[src/lkpt_pkg.sv]
// Shared constants, transaction kinds and controller/datapath interface types.
`timescale 1ns / 1ps

package lkpt_pkg;

    // Default table depth
    localparam int unsigned ENTRIES_DEF = 16;

    // Field widths fixed by the transaction format
    localparam int unsigned KEY_W     = 64;
    localparam int unsigned TOK_W     = 16;
    localparam int unsigned PAY_W     = 32;
    localparam int unsigned STAMP_W   = 64;
    localparam int unsigned CNT_W     = 32;
    localparam int unsigned OCC_OUT_W = 5;
    localparam int unsigned KIND_W    = 2;
    localparam int unsigned S_DATA_W  = 112;
    localparam int unsigned M_DATA_W  = 120;
    localparam int unsigned M_USER_W  = 2;

    // Transaction kinds
    localparam logic [KIND_W-1:0] KIND_LOOKUP = 2'd0;
    localparam logic [KIND_W-1:0] KIND_STORE  = 2'd1;
    localparam logic [KIND_W-1:0] KIND_CLEAR  = 2'd2;

    // Commands from controller to datapath
    typedef struct packed {
        logic load;
        logic scan_init;
        logic scan_step;
        logic commit;
        logic emit;
    } lkpt_cmd_t;

    // Status from datapath to controller
    typedef struct packed {
        logic needs_scan;
        logic scan_last;
        logic out_free;
    } lkpt_sts_t;

endpackage

[src/lkpt_ctrl.sv]
// Sequencing state machine: accept, scan the table, commit, emit the result.
`timescale 1ns / 1ps

module lkpt_ctrl
    import lkpt_pkg::*;
(
    input  logic      aclk,
    input  logic      aresetn,
    input  logic      s_tvalid,
    output logic      s_tready,
    input  lkpt_sts_t sts,
    output lkpt_cmd_t cmd
);

    typedef enum logic [2:0] {
        ST_IDLE,
        ST_START,
        ST_SCAN,
        ST_DRAIN,
        ST_COMMIT,
        ST_EMIT
    } state_t;

    state_t state_reg;
    state_t state_next;

    // Decode commands and next state
    always_comb begin
        state_next = state_reg;
        cmd        = '0;
        s_tready   = 1'b0;
        case (state_reg)
            ST_IDLE: begin
                s_tready = 1'b1;
                if (s_tvalid) begin
                    cmd.load   = 1'b1;
                    state_next = ST_START;
                end
            end
            ST_START: begin
                cmd.scan_init = 1'b1;
                state_next    = sts.needs_scan ? ST_SCAN : ST_COMMIT;
            end
            ST_SCAN: begin
                cmd.scan_step = 1'b1;
                if (sts.scan_last) begin
                    state_next = ST_DRAIN;
                end
            end
            ST_DRAIN: begin
                state_next = ST_COMMIT;
            end
            ST_COMMIT: begin
                cmd.commit = 1'b1;
                state_next = ST_EMIT;
            end
            ST_EMIT: begin
                if (sts.out_free) begin
                    cmd.emit   = 1'b1;
                    state_next = ST_IDLE;
                end
            end
            default: begin
                state_next = ST_IDLE;
            end
        endcase
    end

    // Hold state
    always_ff @(posedge aclk) begin
        if (!aresetn) begin
            state_reg <= ST_IDLE;
        end else begin
            state_reg <= state_next;
        end
    end

endmodule

[src/lkpt_dp.sv]
// Table storage, serial key/age scan, counters and the result register.
`timescale 1ns / 1ps

module lkpt_dp
    import lkpt_pkg::*;
#(
    parameter int unsigned ENTRIES = ENTRIES_DEF
) (
    input  logic                aclk,
    input  logic                aresetn,
    input  lkpt_cmd_t           cmd,
    output lkpt_sts_t           sts,
    input  logic [S_DATA_W-1:0] s_tdata,
    input  logic [KIND_W-1:0]   s_tuser,
    output logic                m_tvalid,
    input  logic                m_tready,
    output logic [M_DATA_W-1:0] m_tdata,
    output logic [M_USER_W-1:0] m_tuser
);

    localparam int unsigned IDXW = (ENTRIES > 1) ? $clog2(ENTRIES) : 1;
    localparam int unsigned OCCW = $clog2(ENTRIES + 1);
    localparam logic [IDXW-1:0] LAST_IDX = IDXW'(ENTRIES - 1);

    // Table memories
    logic [KEY_W-1:0]   key_mem   [0:ENTRIES-1];
    logic [TOK_W-1:0]   tok_mem   [0:ENTRIES-1];
    logic [PAY_W-1:0]   pay_mem   [0:ENTRIES-1];
    logic [STAMP_W-1:0] stamp_mem [0:ENTRIES-1];
    logic [ENTRIES-1:0] valid_reg;

    // Latched transaction
    logic [KIND_W-1:0] kind_reg;
    logic [KEY_W-1:0]  key_in_reg;
    logic [TOK_W-1:0]  tok_in_reg;
    logic [PAY_W-1:0]  pay_in_reg;

    // Scan state
    logic [IDXW-1:0]    scan_addr_reg;
    logic [IDXW-1:0]    eval_idx_reg;
    logic               eval_vld_reg;
    logic [KEY_W-1:0]   key_rd_reg;
    logic [STAMP_W-1:0] stamp_rd_reg;
    logic               found_reg;
    logic [IDXW-1:0]    match_idx_reg;
    logic               free_found_reg;
    logic [IDXW-1:0]    free_idx_reg;
    logic               min_seen_reg;
    logic [STAMP_W-1:0] min_stamp_reg;
    logic [IDXW-1:0]    min_idx_reg;

    // Counters and read-back
    logic [STAMP_W-1:0] clock_reg;
    logic [CNT_W-1:0]   hits_reg;
    logic [CNT_W-1:0]   misses_reg;
    logic [OCCW-1:0]    occ_reg;
    logic [TOK_W-1:0]   rd_tok_reg;
    logic [PAY_W-1:0]   rd_pay_reg;

    // Result register
    logic                m_valid_reg;
    logic [M_DATA_W-1:0] m_data_reg;
    logic [M_USER_W-1:0] m_user_reg;

    logic            is_lookup;
    logic            is_store;
    logic            eval_slot_vld;
    logic [IDXW-1:0] target_idx;
    logic            do_write;
    logic            do_insert;
    logic            do_evict;
    logic            do_stamp;
    logic            hit_flag;
    logic [TOK_W-1:0] tok_out;
    logic [PAY_W-1:0] pay_out;

    function automatic logic do_evict_hold(input logic store, input logic found,
                                           input logic free_found);
        do_evict_hold = store && !found && !free_found;
    endfunction

    assign is_lookup     = (kind_reg == KIND_LOOKUP);
    assign is_store      = (kind_reg == KIND_STORE);
    assign eval_slot_vld = valid_reg[eval_idx_reg];
    assign target_idx    = found_reg ? match_idx_reg :
                           (free_found_reg ? free_idx_reg : min_idx_reg);
    assign do_write      = cmd.commit && is_store;
    assign do_insert     = do_write && !found_reg;
    assign do_evict      = do_insert && !free_found_reg;
    assign do_stamp      = do_write || (cmd.commit && is_lookup && found_reg);
    assign hit_flag      = (is_lookup || is_store) && found_reg;
    assign tok_out       = (is_lookup && found_reg) ? rd_tok_reg : '0;
    assign pay_out       = (is_lookup && found_reg) ? rd_pay_reg : '0;

    assign sts.needs_scan = is_lookup || is_store;
    assign sts.scan_last  = (scan_addr_reg == LAST_IDX);
    assign sts.out_free   = !m_valid_reg || m_tready;

    assign m_tvalid = m_valid_reg;
    assign m_tdata  = m_data_reg;
    assign m_tuser  = m_user_reg;

    // Latch the incoming transaction
    always_ff @(posedge aclk) begin
        if (cmd.load) begin
            kind_reg   <= s_tuser;
            key_in_reg <= s_tdata[KEY_W-1:0];
            tok_in_reg <= s_tdata[KEY_W +: TOK_W];
            pay_in_reg <= s_tdata[KEY_W+TOK_W +: PAY_W];
        end
    end

    // Key and stamp memories: read during the scan, written on commit
    always_ff @(posedge aclk) begin
        key_rd_reg   <= key_mem[scan_addr_reg];
        stamp_rd_reg <= stamp_mem[scan_addr_reg];
        if (do_insert) begin
            key_mem[target_idx] <= key_in_reg;
        end
        if (do_stamp) begin
            stamp_mem[target_idx] <= clock_reg;
        end
    end

    // Count and handle memories: read the hit slot, write on store
    always_ff @(posedge aclk) begin
        if (cmd.commit) begin
            rd_tok_reg <= tok_mem[target_idx];
            rd_pay_reg <= pay_mem[target_idx];
        end
        if (do_write) begin
            tok_mem[target_idx] <= tok_in_reg;
            pay_mem[target_idx] <= pay_in_reg;
        end
    end

    // Scan address and evaluation of the previous read
    always_ff @(posedge aclk) begin
        if (!aresetn) begin
            eval_vld_reg   <= 1'b0;
            scan_addr_reg  <= '0;
            found_reg      <= 1'b0;
            free_found_reg <= 1'b0;
            min_seen_reg   <= 1'b0;
        end else begin
            eval_vld_reg <= cmd.scan_step;
            eval_idx_reg <= scan_addr_reg;
            if (cmd.scan_init) begin
                scan_addr_reg  <= '0;
                found_reg      <= 1'b0;
                free_found_reg <= 1'b0;
                min_seen_reg   <= 1'b0;
            end else begin
                if (cmd.scan_step && !sts.scan_last) begin
                    scan_addr_reg <= scan_addr_reg + 1'b1;
                end
                if (eval_vld_reg) begin
                    // First matching key wins
                    if (eval_slot_vld && key_rd_reg == key_in_reg && !found_reg) begin
                        found_reg     <= 1'b1;
                        match_idx_reg <= eval_idx_reg;
                    end
                    // Lowest free slot
                    if (!eval_slot_vld && !free_found_reg) begin
                        free_found_reg <= 1'b1;
                        free_idx_reg   <= eval_idx_reg;
                    end
                    // Oldest stamp, lowest slot on a tie
                    if (eval_slot_vld && (!min_seen_reg || stamp_rd_reg < min_stamp_reg)) begin
                        min_seen_reg  <= 1'b1;
                        min_stamp_reg <= stamp_rd_reg;
                        min_idx_reg   <= eval_idx_reg;
                    end
                end
            end
        end
    end

    // Valid bits, occupancy, access clock and hit/miss counters
    always_ff @(posedge aclk) begin
        if (!aresetn) begin
            valid_reg  <= '0;
            occ_reg    <= '0;
            clock_reg  <= '0;
            hits_reg   <= '0;
            misses_reg <= '0;
        end else if (cmd.commit && kind_reg == KIND_CLEAR) begin
            valid_reg  <= '0;
            occ_reg    <= '0;
            clock_reg  <= '0;
            hits_reg   <= '0;
            misses_reg <= '0;
        end else begin
            if (do_insert) begin
                valid_reg[target_idx] <= 1'b1;
                if (!do_evict) begin
                    occ_reg <= occ_reg + 1'b1;
                end
            end
            if (do_stamp && clock_reg != '1) begin
                clock_reg <= clock_reg + 1'b1;
            end
            if (cmd.commit && is_lookup) begin
                if (found_reg) begin
                    if (hits_reg != '1) begin
                        hits_reg <= hits_reg + 1'b1;
                    end
                end else if (misses_reg != '1) begin
                    misses_reg <= misses_reg + 1'b1;
                end
            end
        end
    end

    // Result register: load on emit, drop when taken
    always_ff @(posedge aclk) begin
        if (!aresetn) begin
            m_valid_reg <= 1'b0;
        end else if (cmd.emit) begin
            m_valid_reg <= 1'b1;
        end else if (m_tready) begin
            m_valid_reg <= 1'b0;
        end
    end

    always_ff @(posedge aclk) begin
        if (cmd.emit) begin
            m_data_reg <= {3'b000, OCC_OUT_W'(occ_reg), misses_reg, hits_reg,
                           pay_out, tok_out};
            m_user_reg <= {do_evict_hold(is_store, found_reg, free_found_reg), hit_flag};
        end
    end

endmodule

[src/lru_keyed_prefix_table.sv]
// Top level of the LRU keyed prefix table: controller, datapath and checks.
//
//  Channel | Ports                   | Contents (lowest bit first)
//  --------+-------------------------+-----------------------------------------------
//  input   | s_tvalid/s_tready       | tuser: kind[1:0]; tdata: key[63:0],
//          |                         |   token_count[79:64], payload[111:80]
//  result  | m_tvalid/m_tready       | tuser: hit[0], evicted[1]; tdata:
//          |                         |   token_count_out, payload_out, hit_count,
//          |                         |   miss_count, occupancy[116:112]
//
// A lookup or store raises m_tvalid after acceptance by way of start, one
// key/stamp memory read per slot, drain, commit and emit; a clear or an unused
// kind skips the scan and drain. s_tready returns together with m_tvalid.
// Reset (aresetn low, synchronous) empties the table and zeroes the counters.
// A new transaction is accepted while the previous result waits; completion
// stalls only while the result register is full and m_tready is low.
`timescale 1ns / 1ps

module lru_keyed_prefix_table
    import lkpt_pkg::*;
#(
    parameter int unsigned ENTRIES = ENTRIES_DEF
) (
    input  logic                aclk,
    input  logic                aresetn,
    input  logic                s_tvalid,
    output logic                s_tready,
    input  logic [S_DATA_W-1:0] s_tdata,   // key, token_count, payload
    input  logic [KIND_W-1:0]   s_tuser,   // kind
    output logic                m_tvalid,
    input  logic                m_tready,
    output logic [M_DATA_W-1:0] m_tdata,   // token_count_out, payload_out, hit_count,
                                           // miss_count, occupancy, zero pad
    output logic [M_USER_W-1:0] m_tuser    // hit, evicted
);

    lkpt_cmd_t cmd;
    lkpt_sts_t sts;

    lkpt_ctrl u_ctrl (
        .aclk     (aclk),
        .aresetn  (aresetn),
        .s_tvalid (s_tvalid),
        .s_tready (s_tready),
        .sts      (sts),
        .cmd      (cmd)
    );

    lkpt_dp #(
        .ENTRIES (ENTRIES)
    ) u_dp (
        .aclk     (aclk),
        .aresetn  (aresetn),
        .cmd      (cmd),
        .sts      (sts),
        .s_tdata  (s_tdata),
        .s_tuser  (s_tuser),
        .m_tvalid (m_tvalid),
        .m_tready (m_tready),
        .m_tdata  (m_tdata),
        .m_tuser  (m_tuser)
    );

    // One transaction in flight: no second acceptance right after one
    assert property (@(posedge aclk) disable iff (!aresetn)
        (s_tvalid && s_tready) |=> !s_tready)
        else $error("transaction accepted while previous one in progress");

    // A result is loaded only into a free result register
    assert property (@(posedge aclk) disable iff (!aresetn)
        cmd.emit |-> (!m_tvalid || m_tready))
        else $error("result overwritten before it was taken");

    // Load, commit and emit never coincide
    assert property (@(posedge aclk) disable iff (!aresetn)
        $onehot0({cmd.load, cmd.commit, cmd.emit}))
        else $error("conflicting sequencer commands");

endmodule

[config.mk]
export PLATFORM = sky130hd
export DESIGN_NAME = lru_keyed_prefix_table
export DESIGN_NICKNAME = d
export VERILOG_FILES = /design/src/lkpt_pkg.sv /design/src/lkpt_ctrl.sv /design/src/lkpt_dp.sv /design/src/lru_keyed_prefix_table.sv
export SDC_FILE = /design/constraint.sdc
export NUM_CORES = 2
export LEC_CHECK = 0
export ABC_CLOCK_PERIOD_IN_PS = 8450
export BUFFER_PORTS_ARGS = -buffer_cell sky130_fd_sc_hd__buf_2
export CAP_MARGIN = 20
export CORE_MARGIN = 4
export CORE_UTILIZATION = 40
export DETAILED_ROUTE_END_ITERATION = 10
export PLACE_DENSITY = 0.52
export SLEW_MARGIN = 20
export SYNTH_ARGS = -nofsm -noshare
export SYNTH_HDL_FRONTEND = slang
export SYNTH_HIERARCHICAL = 1
export SYNTH_SLANG_ARGS = --single-unit
[constraint.sdc]
create_clock -name aclk -period 8.45 [get_ports aclk]
set_input_delay 1.2675 -clock aclk [delete_from_list [all_inputs] [get_ports aclk]]
set_output_delay 1.2675 -clock aclk [all_outputs]
set_load 0.01 [all_outputs]
# Word level (Yosys, flattened, before mapping)
# Memories as Yosys holds them, arrays and structs flattened. A register that Yosys moved wholly into a read port is not among the register bits.
# Index checks and enable logic that the tools add are counted.
# word_totals
input_bits	118
regBits	474
elab_cells	126
out_inout_bits	124
ramBits	2816
memories	4
# mem_list
name	depth	word_bits	rd	rd_clocked_by_memory_dff	wr	line	source
u_dp.key_mem	16	64	1	1	1	lkpt_dp.sv:26	logic [KEY_W-1:0] key_mem [0:ENTRIES-1];
u_dp.stamp_mem	16	64	1	1	1	lkpt_dp.sv:29	logic [STAMP_W-1:0] stamp_mem [0:ENTRIES-1];
u_dp.pay_mem	16	32	1	1	1	lkpt_dp.sv:28	logic [PAY_W-1:0] pay_mem [0:ENTRIES-1];
u_dp.tok_mem	16	16	1	1	1	lkpt_dp.sv:27	logic [TOK_W-1:0] tok_mem [0:ENTRIES-1];
# op_classes
mux	27
order_cmp	4
bitwise_logic	5
reduce_logical	42
eq_ne	15
addsub	5
# ops
operator	count
adder 32 x 1 -> 32 bit, second input constant	2
adder 64 x 1 -> 64 bit, second input constant	1
== test 64 bit	1
< comparator 64 bit	1
!= test 32 bit, second input constant	2
!= test 64 bit, second input constant	1
2-to-1 mux 1 bit	18
one-hot mux 3 bit (6 select lines)	1
logical AND 1 bit	17
OR 16 bit	1
2-to-1 mux 3 bit	4
AND reduction 4 bit	3
< comparator 4 x 5 -> 1 bit, second input constant	2
AND reduction 3 bit	3
2-to-1 mux 4 bit	2
AND reduction 2 bit	4
== test 3 x 2 -> 1 bit, second input constant	2
== test 3 bit, second input constant	2
logical NOT 1 bit	6
adder 5 x 1 -> 5 bit, second input constant	1
adder 4 x 1 -> 4 bit, second input constant	1
binary-select mux 1 bit (select 4 bit)	1
demux 1 bit (select 4 bit)	1
== test 4 bit, second input constant	1
other kinds (12)	20

# Depth between registers and ports, before layout
# logic_depth
depth_word	7
ltp_mapped	11
ltp_nobuf	8

# Cells and area by module
# The synthesis kept the hierarchy.
# modules_own_cells
mod	cells_per_inst	n_inst	seq_area_each_um2	area_per_inst_um2
lkpt_dp	5882	1	101127.0	129589.3
lkpt_ctrl	23	1	60.1	196.4

# Least setup slack after synthesis
# OpenSTA, ideal clock, no wires.
# synth_timing
path_kind	in2reg
start	input m_tready
end	register u_dp.m_data_reg[0] (netlist: u_dp/m_tdata[0]), enable pin
n_path_buf	0
t_arrival_ns	6.462
slack_ns	1.387
required_time_ns	7.849
cell_stages	3
setup_ns	0.601
cell_sequence	nand2b_1 nand2_1 nor2_1
# synth_lines
item	line	source
from (decl)	lru_keyed_prefix_table.sv:31	input logic m_tready,
to (signal assigned)	lkpt_dp.sv:228	m_data_reg <= {3'b000, OCC_OUT_W'(occ_reg), misses_reg, hits_reg,
to (decl)	lkpt_dp.sv:62	logic [M_DATA_W-1:0] m_data_reg;

# Worst setup path after layout
# layout_timing
start	register u_dp.found_reg
end	memory u_dp.key_mem[6][50], enable pin
# layout_between
elab_chain_cells	4
word_cells_on_any_way	5
cone_classes	mux: 3; reduce/logical: 2
# layout_rtl
item	line	source
from (decl)	lkpt_dp.sv:44	logic found_reg;
from (signal assigned)	lkpt_dp.sv:142	found_reg <= 1'b0;
from (signal assigned)	lkpt_dp.sv:150	found_reg <= 1'b0;
from (signal assigned)	lkpt_dp.sv:160	found_reg <= 1'b1;
logical NOT 1 bit	lkpt_dp.sv:88	assign do_insert = do_write && !found_reg;
logical AND 1 bit	lkpt_dp.sv:88	
2-to-1 mux 1 bit	lkpt_dp.sv:117	if (do_insert) begin
2-to-1 mux 1 bit (implied by the code)	lkpt_dp.sv:118	key_mem[target_idx] <= key_in_reg;
to (decl)	lkpt_dp.sv:26	
# Parallel ways exist; a longest one is shown, timed or not.

==> out/qor.txt <==
CTS tree - done
total global-route track usage - 17.8%
Slew @ Worst Pin - 1.22 ns
CTS resizes - 0
post-synthesis sequential area ratio - 78.0%
Final TNS setup - 0 ns
port bufs - 238
CP Capture Type - flip-flop
number of synthesized register bits - 3,466
crit path cell chain - inv_2, mux2i_4, buf_4, nand2b_1, buf_4, nor2_4, buf_4
layout cell share with drive strength beyond 1 - 27.6%
initial core utilization - 40.3%
WL per Instance - 27.3 um
root buffer cell - clkbuf_16
Final Cell Area - 0.149 mm2
Site Rows - 208
worst-path fanout max - 77
postcts setup bufs - 0
final core occ - 46.3%
skew final - 0.0713 ns
Crit path top cell by count - buf_4
Critical Path Slowest Stage Cell - buf_4
HPWL after detailed placement - 162 mm
total CTS buffers - 370
worst reg2reg startpoint - u_dp/found_reg
period utilization - 59.0%
FFs w/ async S/R, synth - 0%
area delta synth->final - 14.9%
Die Y - 578 um
CP peak stage delay - 0.87 ns
die area - 0.334 mm2
GPL Wtd Cong - 0.751
Comb pwr share - 1.4%
Worst VDD drop - 170 uV
Net Sw Power - 7.18 mW
biggest regs - u_dp/key_mem: 1024 flops, u_dp/stamp_mem: 1024 flops, u_dp/pay_mem: 512 flops
min cycle time layout - 4.99 ns
worst path required time - 8.92 ns
final hold vios - 0
most common cell after layout, fill and taps aside - edfxtp_1
Placed Area - 0.137 mm2
hold_buf cts - 0
largest net degree at the start of global routing - 144
DRC errors left - 0
sequential share of power - 53.1%
GRT overflow - 0
Hold Path Depth - 0
# H-tree levels - 5
most frequent cells in the layout - edfxtp_1 (3,177), mux4_2 (836), clkbuf_16 (377)
Arr. time, crit path - 5.46 ns
r2r setup slk - 3.46 ns
initial antenna violation count - 17
R2R Path End - u_dp/key_mem[6][50]
Detail Route Antenna Nets - 0
Initial DRT Pass Iterations - 7
DR vias - 59.5k
initial DRC count - 5,017
Sw Ratio - 20.1%
synthesized area per cell - 22.0 um2
Die W - 578 um
Worst Setup SP - u_dp/found_reg
Max Cap Violations - 0
Longest Clk Path Bufs - 4
EDFF count, synth - 3,177
top-area cell type share of the netlist area - 73.5%
relative max-transition margin - 18.6%
final net count - 6,557
Synth Instances - 5,905
aggregate routed wire length - 300 mm
Ys Warns - 6
crit path to - u_dp/key_mem[6][50]
synth top area cells - edfxtp_1 (74%), mux4_2 (15%), dfxtp_1 (4.5%)
vias in the first global route - 62.2k
final setup fails - 0
power per cell area - 240 mW/mm2
maximum clock frequency - 201 MHz
leakage - 48.3 nW
top cell type by total area after synthesis - edfxtp_1
Via density - 5.41
critical path launch point type - flip-flop
Pint - 28.6 mW
Mapped Area - 0.130 mm2
global-route wire length before repair - 439 mm
status - complete, no violations
R2R cell count - 7
Hold Path Class - reg -> reg
Slew Limit Fails - 0
RSZ-0062 raised after global routing - no
clk_lat worst skew - 0.91 ns
fill count - 26.8k
CTS clock-pin slew for the worst setup and hold paths - 0.06 ns
top_reg_cell synth - edfxtp_1
IO Pins - 242
Clock Power Share - 45.4%
Yosys cell types - 83
CTS Sinks - 3,466
Setup CP Type - reg -> reg
CORE AREA - 0.322 mm2
==> how the worst min path moves through the flow <==
stage | startpoint | endpoint | slack, ns
after floorplan | u_dp/stamp_rd_reg[0] | u_dp/min_stamp_reg[0] | 0.40
after global placement | u_dp/stamp_rd_reg[0] | u_dp/min_stamp_reg[0] | 0.42
after CTS | u_dp/stamp_rd_reg[50] | u_dp/min_stamp_reg[50] | 0.43
final | u_dp/stamp_rd_reg[50] | u_dp/min_stamp_reg[50] | 0.43
after global routing | u_dp/stamp_rd_reg[50] | u_dp/min_stamp_reg[50] | 0.44
after detailed placement | u_dp/stamp_rd_reg[7] | u_dp/min_stamp_reg[7] | 0.42
==> logic make-up (layout without fill, tap and decap cells) <==
logic type	Yosys count	count (layout)	share of synthesized area, %
other cells	1	12	0.00289
xor+xnor	116	116	0.783
buf+inv	363	1147	1.15
flops	3466	3466	78.0
compound gates	340	340	1.69
fa+ha+maj	68	68	0.656
mux	901	901	15.0
simple gates	650	650	2.74
==> cell usage after synthesis (9+ instances only) <==
| cell | number |
|---|---|
| nand4_1 | 57 |
| or4_1 | 11 |
| o21ai_0 | 42 |
| nor2b_1 | 54 |
| and4_1 | 19 |
| mux4_2 | 836 |
| dfxtp_1 | 289 |
| edfxtp_1 | 3177 |
| buf_4 | 11 |
| xnor2_1 | 72 |
| nor2_1 | 161 |
| clkbuf_1 | 154 |
| a211oi_1 | 62 |
| nor4_1 | 21 |
| nand3_1 | 45 |
| nand2b_1 | 12 |
| buf_1 | 33 |
| ha_1 | 68 |
| mux2i_1 | 62 |
| nand2_1 | 93 |
| xor2_1 | 44 |
| inv_1 | 98 |
| o21ai_1 | 16 |
| a21oi_1 | 123 |
| buf_2 | 64 |
| or3_1 | 45 |
| nor3_1 | 21 |
| and2_1 | 60 |
| o211ai_1 | 9 |
| o21a_1 | 17 |
| and3_1 | 25 |
==> per-layer routing <==
layer	track usage [%]	part of all wire [%]	vias up
li1	-	-	25600
met1	24.9	43	32100
met2	29.6	50	1439
met3	2.53	4.9	412
met4	4.69	2.3	4
met5	0	0.0090	-
==> worst max-delay path, delay by kind of cell, from the launching register on <==
family	cells	cell delay, ns
buffers and inverters	4	2.00
DFF	1	0.74
muxes	1	0.40
and+or+nand+nor	2	1.30
==> cell type report <==
class | count | area (um2) | share of cell area, %
multi-input cells | 2078 | 27600 | 18.5
clock inverters | 212 | 2190 | 1.47
repair buffers | 356 | 2230 | 1.49
diodes | 9 | 22.5 | 0.0151
clock buffers | 480 | 10100 | 6.78
well taps | 4305 | 5390 | 3.61
inverters | 99 | 372 | 0.249
flip-flops and latches | 3466 | 101000 | 67.9
==> power by group through the flow <==
| stage | combinational [mW] | sequential (mW) | clock [mW] |
|---|---|---|---|
| 2_1_floorplan | 0.319 | 19.3 | 0 |
| 3_3_place_gp | 0.535 | 19.3 | 0 |
| 3_5_place_dp | 0.538 | 19.3 | 0 |
| 4_1_cts | 0.540 | 19.0 | 16.7 |
| 5_1_grt | 0.563 | 19.0 | 17.4 |
| 6_report | 0.518 | 19.0 | 16.2 |
==> metrics by stage <==
stage | setup slack (ns) | instances | power (mW) | hold WS, ns
6_report | 3.46 | 11000 | 35.7 | 0.430
4_1_cts | 3.40 | 11000 | 36.2 | 0.431
3_3_place_gp | 3.57 | 10300 | 19.9 | 0.420
5_1_grt | 3.23 | 11000 | 37.0 | 0.436
2_1_floorplan | 1.39 | 5907 | 19.6 | 0.400
3_5_place_dp | 3.48 | 10300 | 19.9 | 0.425
No activity file was read; power rests on OpenSTA's default activity.
